### src/scd_pkg.sv
// -----------------------------------------------------------------------------
// scd_pkg
// Types and constants shared by the sum-checked frame deframer.
// -----------------------------------------------------------------------------
package scd_pkg;

   localparam int unsigned BYTE_COUNT_W = 7;

   // Event codes on the request channel
   typedef enum logic [1:0] {
      OP_BYTE     = 2'd0,
      OP_TIMEOUT  = 2'd1,
      OP_OVERFLOW = 2'd2
   } op_type;

   // Result status codes
   typedef enum logic [3:0] {
      ST_TELEMETRY = 4'd0,
      ST_OK        = 4'd1,
      ST_SHORT_LEN = 4'd2,
      ST_LONG_LEN  = 4'd3,
      ST_BAD_END   = 4'd4,
      ST_BAD_SUM   = 4'd5,
      ST_STRAY     = 4'd6,
      ST_TIMEOUT   = 4'd7,
      ST_OVERFLOW  = 4'd8
   } status_type;

   // CSR indexes
   localparam logic [1:0] CSR_START_MARKER = 2'd0;
   localparam logic [1:0] CSR_END_MARKER   = 2'd1;
   localparam logic [1:0] CSR_MAX_LENGTH   = 2'd2;
   localparam logic [1:0] CSR_TELEM_TOTAL  = 2'd3;

   // CSR reset values
   localparam logic [7:0] START_MARKER_RST = 8'h68;
   localparam logic [7:0] END_MARKER_RST   = 8'h43;
   localparam logic [5:0] MAX_LENGTH_RST   = 6'd62;
   localparam logic [6:0] TELEM_TOTAL_RST  = 7'd14;

   typedef struct packed {
      op_type     operation;
      logic [7:0] byte_value;
   } req_type;

   typedef struct packed {
      status_type                status;
      logic [BYTE_COUNT_W-1:0]   byte_count;
      logic [15:0]               speed_value;
      logic [7:0]                step_count;
      logic [7:0]                computed_sum;
      logic [7:0]                end_seen;
   } rsp_type;

   typedef struct packed {
      logic [7:0] start_marker;
      logic [7:0] end_marker;
      logic [5:0] max_length_field;
      logic [6:0] telemetry_total;
   } cfg_type;

endpackage

### src/scd_parse.sv
// -----------------------------------------------------------------------------
// scd_parse
// Frame state tracker: one event per cycle while accept is high, running checksum, stray counting.
// -----------------------------------------------------------------------------
module scd_parse #(
   parameter int unsigned STRAY_LIMIT     = 16,
   parameter int unsigned MAX_FRAME_BYTES = 64
) (
   input  logic             clock,
   input  logic             reset,
   input  logic             accept,
   input  scd_pkg::req_type req,
   input  scd_pkg::cfg_type cfg,
   output logic             res_valid,
   output scd_pkg::rsp_type res
);
   import scd_pkg::*;

   localparam int unsigned POS_W   = $clog2(MAX_FRAME_BYTES);
   localparam int unsigned STRAY_W = $clog2(STRAY_LIMIT + 1);

   logic [POS_W-1:0]   pos_ff,   pos_in;
   logic [5:0]         len_ff,   len_in;
   logic [7:0]         sum_ff,   sum_in;
   logic [7:0]         prior_ff, prior_in;
   logic [7:0]         spd_hi_ff, spd_hi_in;
   logic [7:0]         spd_lo_ff, spd_lo_in;
   logic [7:0]         steps_ff, steps_in;
   logic [STRAY_W-1:0] stray_ff, stray_in;

   logic [BYTE_COUNT_W-1:0] idx;
   logic [BYTE_COUNT_W-1:0] total;
   logic [7:0]              b;

   assign b     = req.byte_value;
   assign idx   = BYTE_COUNT_W'(pos_ff);
   assign total = BYTE_COUNT_W'(len_ff) + BYTE_COUNT_W'(2);

   always_comb begin
      pos_in    = pos_ff;
      len_in    = len_ff;
      sum_in    = sum_ff;
      prior_in  = prior_ff;
      spd_hi_in = spd_hi_ff;
      spd_lo_in = spd_lo_ff;
      steps_in  = steps_ff;
      stray_in  = stray_ff;
      res_valid = 1'b0;
      res       = '0;
      if (accept) begin
         unique case (req.operation)
            OP_BYTE: begin
               if (pos_ff == '0) begin
                  if (b != cfg.start_marker) begin
                     if (stray_ff >= STRAY_W'(STRAY_LIMIT)) begin
                        res_valid      = 1'b1;
                        res.status     = ST_STRAY;
                        res.byte_count = BYTE_COUNT_W'(stray_ff);
                        stray_in       = STRAY_W'(1);
                     end else begin
                        stray_in = stray_ff + STRAY_W'(1);
                     end
                  end else begin
                     pos_in    = POS_W'(1);
                     sum_in    = '0;
                     len_in    = '0;
                     prior_in  = b;
                     spd_hi_in = '0;
                     spd_lo_in = '0;
                     steps_in  = '0;
                     stray_in  = '0;
                     if (stray_ff != '0) begin
                        res_valid      = 1'b1;
                        res.status     = ST_STRAY;
                        res.byte_count = BYTE_COUNT_W'(stray_ff);
                     end
                  end
               end else if (pos_ff == POS_W'(1)) begin
                  pos_in = '0;
                  if (b < 8'd2) begin
                     res_valid      = 1'b1;
                     res.status     = ST_SHORT_LEN;
                     res.byte_count = BYTE_COUNT_W'(2);
                  end else if ((b > {2'b00, cfg.max_length_field}) ||
                               (({1'b0, b} + 9'd2) > 9'(MAX_FRAME_BYTES))) begin
                     res_valid      = 1'b1;
                     res.status     = ST_LONG_LEN;
                     res.byte_count = BYTE_COUNT_W'(2);
                  end else begin
                     len_in   = b[5:0];
                     sum_in   = b;
                     prior_in = b;
                     pos_in   = POS_W'(2);
                  end
               end else begin
                  // Captures use the fresh byte, so a short shape still decodes
                  if (idx == BYTE_COUNT_W'(3)) spd_hi_in = b;
                  if (idx == BYTE_COUNT_W'(4)) spd_lo_in = b;
                  if (idx == BYTE_COUNT_W'(6)) steps_in  = b;
                  if ((idx + BYTE_COUNT_W'(3)) <= total) sum_in = sum_ff + b;
                  prior_in = b;
                  if ((idx + BYTE_COUNT_W'(1)) < total) begin
                     pos_in = pos_ff + POS_W'(1);
                  end else begin
                     // last byte; prior_ff holds the claimed checksum
                     pos_in           = '0;
                     res_valid        = 1'b1;
                     res.byte_count   = total;
                     res.computed_sum = sum_ff;
                     res.end_seen     = b;
                     priority if (b != cfg.end_marker) begin
                        res.status = ST_BAD_END;
                     end else if (prior_ff != sum_ff) begin
                        res.status = ST_BAD_SUM;
                     end else if (total == cfg.telemetry_total) begin
                        res.status      = ST_TELEMETRY;
                        res.speed_value = {spd_hi_in, spd_lo_in};
                        res.step_count  = steps_in;
                     end else begin
                        res.status = ST_OK;
                     end
                  end
               end
            end
            OP_TIMEOUT, OP_OVERFLOW: begin
               if (pos_ff != '0) begin
                  pos_in         = '0;
                  res_valid      = 1'b1;
                  res.status     = (req.operation == OP_TIMEOUT) ? ST_TIMEOUT : ST_OVERFLOW;
                  res.byte_count = BYTE_COUNT_W'(pos_ff);
               end else if (stray_ff != '0) begin
                  stray_in       = '0;
                  res_valid      = 1'b1;
                  res.status     = ST_STRAY;
                  res.byte_count = BYTE_COUNT_W'(stray_ff);
               end
            end
            default: begin
               // unused event code: no effect
            end
         endcase
      end
   end

   always_ff @(posedge clock) begin
      if (reset) begin
         pos_ff    <= '0;
         len_ff    <= '0;
         sum_ff    <= '0;
         prior_ff  <= '0;
         spd_hi_ff <= '0;
         spd_lo_ff <= '0;
         steps_ff  <= '0;
         stray_ff  <= '0;
      end else begin
         pos_ff    <= pos_in;
         len_ff    <= len_in;
         sum_ff    <= sum_in;
         prior_ff  <= prior_in;
         spd_hi_ff <= spd_hi_in;
         spd_lo_ff <= spd_lo_in;
         steps_ff  <= steps_in;
         stray_ff  <= stray_in;
      end
   end

endmodule

### src/sum_checked_frame_deframer.sv
// -----------------------------------------------------------------------------
// sum_checked_frame_deframer
// Start/length/checksum/end frame parser with stray-byte grouping and CSRs.
// -----------------------------------------------------------------------------
// Results go to the result register, or to the skid register under rsp_stall.
// Throughput: one event beat per cycle while req_stall is low; parse state updates in a single pass.
// Output is a result register plus one skid register; req_stall rises only
//   while the skid register holds a beat.
// Reset (synchronous, active high) closes any frame, drops held strays,
//   empties the output stage and restores the CSR defaults.
module sum_checked_frame_deframer #(
   parameter int unsigned STRAY_LIMIT     = 16,
   parameter int unsigned MAX_FRAME_BYTES = 64
) (
   input  logic             clock,
   input  logic             reset,
   // event channel
   input  logic             req_valid,
   output logic             req_stall,
   input  scd_pkg::req_type req_data,
   // result channel
   output logic             rsp_valid,
   input  logic             rsp_stall,
   output scd_pkg::rsp_type rsp_data,
   // CSR write port
   input  logic             csr_we,
   input  logic [1:0]       csr_index,
   input  logic [7:0]       csr_wdata
);
   import scd_pkg::*;

   // CSRs
   logic [7:0] start_marker_ff;
   logic [7:0] end_marker_ff;
   logic [5:0] max_length_ff;
   logic [6:0] telem_total_ff;
   cfg_type    cfg;

   always_ff @(posedge clock) begin
      if (reset) begin
         start_marker_ff <= START_MARKER_RST;
         end_marker_ff   <= END_MARKER_RST;
         max_length_ff   <= MAX_LENGTH_RST;
         telem_total_ff  <= TELEM_TOTAL_RST;
      end else if (csr_we) begin
         unique case (csr_index)
            CSR_START_MARKER: start_marker_ff <= csr_wdata;
            CSR_END_MARKER:   end_marker_ff   <= csr_wdata;
            CSR_MAX_LENGTH:   max_length_ff   <= csr_wdata[5:0];
            CSR_TELEM_TOTAL:  telem_total_ff  <= csr_wdata[6:0];
         endcase
      end
   end

   assign cfg = '{start_marker:     start_marker_ff,
                  end_marker:       end_marker_ff,
                  max_length_field: max_length_ff,
                  telemetry_total:  telem_total_ff};

   // Parser: state advances on every accepted beat
   logic    accept;
   logic    res_valid;
   rsp_type res;

   scd_parse #(
      .STRAY_LIMIT     (STRAY_LIMIT),
      .MAX_FRAME_BYTES (MAX_FRAME_BYTES)
   ) u_parse (
      .clock     (clock),
      .reset     (reset),
      .accept    (accept),
      .req       (req_data),
      .cfg       (cfg),
      .res_valid (res_valid),
      .res       (res)
   );

   // Output stage: result register backed by one skid register.
   // The skid only fills when the result register is held by rsp_stall,
   // so while it is full the input side is stalled.
   logic    out_valid_ff,  out_valid_in;
   rsp_type out_ff,        out_in;
   logic    skid_valid_ff, skid_valid_in;
   rsp_type skid_ff,       skid_in;
   logic    out_free;

   assign req_stall = skid_valid_ff;
   assign accept    = req_valid & ~skid_valid_ff;
   assign out_free  = ~out_valid_ff | ~rsp_stall;

   always_comb begin
      out_valid_in  = out_valid_ff;
      out_in        = out_ff;
      skid_valid_in = skid_valid_ff;
      skid_in       = skid_ff;
      if (out_free) begin
         if (skid_valid_ff) begin
            // no beat accepted this cycle, so nothing new arrives
            out_in        = skid_ff;
            out_valid_in  = 1'b1;
            skid_valid_in = 1'b0;
         end else begin
            out_in       = res;
            out_valid_in = res_valid;
         end
      end else if (res_valid) begin
         skid_in       = res;
         skid_valid_in = 1'b1;
      end
   end

   always_ff @(posedge clock) begin
      if (reset) begin
         out_valid_ff  <= 1'b0;
         skid_valid_ff <= 1'b0;
      end else begin
         out_valid_ff  <= out_valid_in;
         skid_valid_ff <= skid_valid_in;
      end
   end

   always_ff @(posedge clock) begin
      out_ff  <= out_in;
      skid_ff <= skid_in;
   end

   assign rsp_valid = out_valid_ff;
   assign rsp_data  = out_ff;

`ifndef SYNTHESIS
   // skid never holds a beat behind an empty result register
   a_skid_behind_out: assert property (@(posedge clock) disable iff (reset)
      skid_valid_ff |-> out_valid_ff)
      else $error("skid register full while result register empty");

   // stray groups are never empty and never exceed the group size
   a_stray_count: assert property (@(posedge clock) disable iff (reset)
      (out_valid_ff && out_ff.status == ST_STRAY) |->
      (out_ff.byte_count != '0 &&
       out_ff.byte_count <= BYTE_COUNT_W'(STRAY_LIMIT)))
      else $error("stray group count out of range");

   // length rejects always report the start and length bytes only
   a_len_reject: assert property (@(posedge clock) disable iff (reset)
      (out_valid_ff && (out_ff.status == ST_SHORT_LEN ||
                        out_ff.status == ST_LONG_LEN)) |->
      (out_ff.byte_count == BYTE_COUNT_W'(2)))
      else $error("length reject with wrong byte count");
`endif

endmodule

### config.mk
export PLATFORM = sky130hd
export DESIGN_NAME = sum_checked_frame_deframer
export DESIGN_NICKNAME = d
export VERILOG_FILES = /design/src/scd_pkg.sv /design/src/scd_parse.sv /design/src/sum_checked_frame_deframer.sv
export SDC_FILE = /design/constraint.sdc
export NUM_CORES = 1
export LEC_CHECK = 0
export ABC_AREA = 1
export CORE_AREA = 2 2 131 133
export DETAILED_ROUTE_END_ITERATION = 12
export DIE_AREA = 0 0 133 135
export DONT_BUFFER_PORTS = 1
export PLACE_DENSITY = 0.79
export SYNTH_ARGS = -nofsm -noshare
export SYNTH_HDL_FRONTEND = slang
export SYNTH_SLANG_ARGS = --single-unit
### constraint.sdc
create_clock -name clock -period 6.2 [get_ports clock]
set_input_delay 0 -clock clock [delete_from_list [all_inputs] [get_ports clock]]
set_output_delay 0 -clock clock [all_outputs]
set_load 0.02 [all_outputs]
==> flow_summary_export.csv <==
group,metric,value,unit
hold_path,hold_end,"u_parse.sum_ff[0]",
power_and_ir_drop,powerDensity,276,nW/um^2
flow_run,drv_cap,0,
die,io_pins,78,
die,rows,47,
setup_path,path_cells,"inv_1 > ha_1 > ha_1 > nand3_1 > nand2_1 > nand2_1 > nand2_1 > nand2_1 > nand3_1 > nand2_1 > nand2_2 > nand2_2 > nand2_1 > nand2_1 > nand2_1 > nand2_1 > nor2_4 > buf_4",
die,coreArea,16400,um^2
sta,rsz0062_at_grt,"no",
yosys,synthCells,1148,
setup_path,crit_required,6.30,ns
power_and_ir_drop,ir_worst_vdd,0.000224,V
placed_design,place_congestion,0.900,
die,initial_core_util,59.3,%
drt,first_pass_iters,5,
drt,wirelength,22300,um
yosys,synth_top_area_share,31.5,%
drt,drcViolationCount,0,
setup_path,critPathKind,"reg2reg",
sta,fin_ws,2.30,ns
setup_path,critPathMaxStageDelay,0.55,ns
yosys,synthSimpleGateAreaFrac,24.3,%
setup_path,cpMaxStageDelayCell,"dfxtp_1",
setup_path,cp_top_family,"simple AND/OR/NAND/NOR gates",
sta,setup_viol,0,
power_and_ir_drop,cellLeakagePower,0.00425,uW
clock_network,cts_sinks,190,
yosys,async_reset_ff_share,0,%
cells_and_area,layout_commonest_cell,"nand2_1",
yosys,synth-xor-area-share,3.33,%
power_and_ir_drop,clockPowerShare,37.4,%
setup_path,r2r_start,"u_parse.pos_ff[0]",
yosys,muxShareOfSynthArea,0,%
cells_and_area,syn_to_final_growth,10.5,%
yosys,synth_fa_ha_area_share,4.70,%
placed_design,hpwl,15100,um
sta,setup-tns-final,0,ns
power_and_ir_drop,pwr-share-seq,48.7,%
clock_network,cts_buffers,17,
clock_network,clk_pin_slew_worst_paths,0.07,ns
cells_and_area,mostFrequentLayoutCells,"nand2_1 (288), inv_1 (116), o21ai_0 (111)",
hold_path,hold_path_depth,5,
setup_path,cp.arrival,4.00,ns
cells_and_area,finalNetCount,1222,
drt,vias_per_cell,5.53,
power_and_ir_drop,pwr-share-comb,14.0,%
sta,fin_crit,3.90,ns
setup_path,cp_common_cell,"nand2_1",
yosys,synth_area_leaders,"edfxtp_1 (31%), dfxtp_1 (18%), nand2_1 (11%), o21ai_0 (5.7%), ha_1 (4.5%)",
placed_design,port_buffers,0,
drt,post_drt_wl_per_cell,16.0,um
yosys,synth_top_family_by_area,"simple AND/OR/NAND/NOR gates",
yosys,yosys_register_bits,190,
sta,worstMarginPinSlew,1.28,ns
yosys,synth_edf_count,102,
sta,slew_violations,0,
yosys,yosys.area.top_type,"edfxtp_1",
grt,antenna_found_initial,0,
outcome,status,"complete, no violations",
die,die_y,135,um
yosys,yosysSeqAreaShare,49.6,%
yosys,synth_flop_cell,"edfxtp_1",
grt,grt_max_degree,53,
sta,fin_skew,0.0109,ns
yosys,synthDistinctLibCells,43,
grt,grt_use_total,25.5,%
setup_path,cp_num_buf_inv,2,
placed_design,dpl_worst_slack,2.29,ns
power_and_ir_drop,intPower,2120,uW
grt,grt_pass1_vias,7076,
power_and_ir_drop,total_power,2970,uW
yosys,synth_nets,1209,
clock_network,cts_root_buffer,"clkbuf_16",
clock_network,clock_latency,0.44,ns
cells_and_area,diodes,0,
clock_network,clk_path_buf_depth,2,
yosys,synth_compound_area_share,11.1,%
yosys,synth_area,9740,um^2
die,die_area,18000,um^2
setup_path,regToRegEndpoint,"skid_ff[25]",
hold_path,hold_class,"in2reg",
grt,grt_remaining_overflow,0,
clock_network,cts_tree,"yes",
cells_and_area,num-fill-cells,1303,
setup_path,reg2reg_slack,2.30,ns
drt,num_vias,7705,
drt,ant_nets,0,
setup_path,crit_path_start_kind,"flip-flop",
drt,drt_iter0_drc,637,
hold_path,worstHoldStart,"req_data[0]",
sta,fin_crit_sh,63.0,%
sta,relSlewSlack,13.9,%
yosys,yosysWarnings,0,
sta,clock.fmax,256,MHz
power_and_ir_drop,switchingPower,845,uW
setup_path,crit_fanout,28,
grt,grt_pass1_wl,36000,um
die,die_w,133,um
sta,hold_viol,0,
clock_network,htreeDepth,4,
setup_path,r2r_cells,18,
setup_path,critPathCaptureType,"flip-flop",
cells_and_area,drive_above_1_share,7.92,%
yosys,avgSynthCellArea,8.48,um^2
power_and_ir_drop,swShare,28.5,%
## worst reg2reg max path, stage by stage (launching register included)
cell and delay (ns):
dfxtp_1 0.55, inv_1 0.22, ha_1 0.39, ha_1 0.29, nand3_1 0.07, nand2_1 0.07, nand2_1 0.04, nand2_1 0.05
nand2_1 0.04, nand3_1 0.06, nand2_1 0.06, nand2_2 0.25, nand2_2 0.15, nand2_1 0.11, nand2_1 0.06, nand2_1 0.05
nand2_1 0.10, nor2_4 0.53, buf_4 0.46
## timing repair
action | 4_1_cts | 5_1_grt
endpoints found under the hold margin | 86 | 0
buffers inserted | 0 | 0
hold buffers | 30 | 0
gates resized for setup | 0 | 0
## synth_stat cells, types with 2 or more instances
cell type and instances:
nand2_1 290, inv_1 115, o21ai_0 111, edfxtp_1 102
nor2_1 99, dfxtp_1 88, a21oi_1 68, nand3_1 51
ha_1 35, clkbuf_1 26, nor2_4 22, xnor2_1 21
xor2_1 16, nand4_1 15, nor3_1 11, buf_2 8
inv_2 8, nor3_2 7, o211ai_1 7, nand2_2 4
nand3b_1 4, o22ai_1 4, or2_2 4, a22oi_1 3
a32oi_1 3, inv_4 3, a21o_1 2, buf_1 2
buf_12 2, nand3_4 2, nor2_8 2, o21ai_1 2
## stage by stage
| stage | util [%] | std cells | hold WS, ns | cell area [um^2] |
|---|---|---|---|---|
| global placement | 60.0 | 1332 | 0.0742 | 9850 |
| CTS | 65.6 | 1394 | 0.0143 | 10800 |
| detailed placement | 60.0 | 1332 | 0.0759 | 9850 |
| finish | 65.6 | 1394 | 0.0324 | 10800 |
| floorplan | - | 1148 | 0.126 | 9740 |
| global route | 65.6 | 1394 | 0.0915 | 10800 |
## how the worst max path moves through the flow
| stage | start | endpoint | slack (ns) | cells after the start |
|---|---|---|---|---|
| after floorplan | u_parse.pos_ff[0] | skid_ff[0] | 1.59 | 17 |
| after global placement | u_parse.pos_ff[0] | skid_ff[26] | 2.39 | 18 |
| after detailed placement | u_parse.pos_ff[0] | skid_ff[23] | 2.29 | 18 |
| after CTS | u_parse.pos_ff[0] | skid_ff[24] | 2.28 | 18 |
| after global routing | u_parse.pos_ff[0] | skid_ff[29] | 1.84 | 18 |
| final | u_parse.pos_ff[0] | skid_ff[25] | 2.30 | 18 |
## sequential cells by signal, indices dropped and copies added (netlist names), 7 cells and up
| signal | count |
|---|---|
| start_marker_ff | 8 |
| u_parse.prior_ff | 8 |
| rsp_data | 51 |
| telem_total_ff | 7 |
| u_parse.sum_ff | 8 |
| u_parse.spd_hi_ff | 8 |
| u_parse.spd_lo_ff | 8 |
| end_marker_ff | 8 |
| skid_ff | 51 |
| u_parse.steps_ff | 8 |
## kinds of logic (layout without fill, tap and decap cells)
group,Yosys count,after routing
flip-flops,190,190
AND/OR/NAND/NOR,514,514
buffers and inverters,167,193
AO/OA/AOI/OAI,204,204
XOR/XNOR,37,37
adder cells (fa/ha/maj),36,36
## power groups by stage
stage / Clock (uW) / Sequential, uW / Combinational (uW)
floorplan: 0 / 1460 / 308
global placement: 0 / 1470 / 376
detailed placement: 0 / 1470 / 381
CTS: 1110 / 1440 / 407
global route: 1160 / 1450 / 466
finish: 1110 / 1440 / 415
## layer usage
metal,part of all wire (%),track usage [%],up-vias
met3,6.1,4.69,45
met5,0,0,-
met4,2.6,9.98,0
met2,46,39.9,290
met1,46,35.6,3557
li1,-,-,3813
## layout make-up
class,instances,area (um^2),area share (%)
clock buffer,21,493,4.58
sequential,190,4830,44.9
multi-input combinational,791,4240,39.4
clock inverter,11,105,0.977
tap,220,275,2.56
inverter,127,484,4.50
timing repair buffer,34,340,3.16
(Power assumes the default switching activity.)
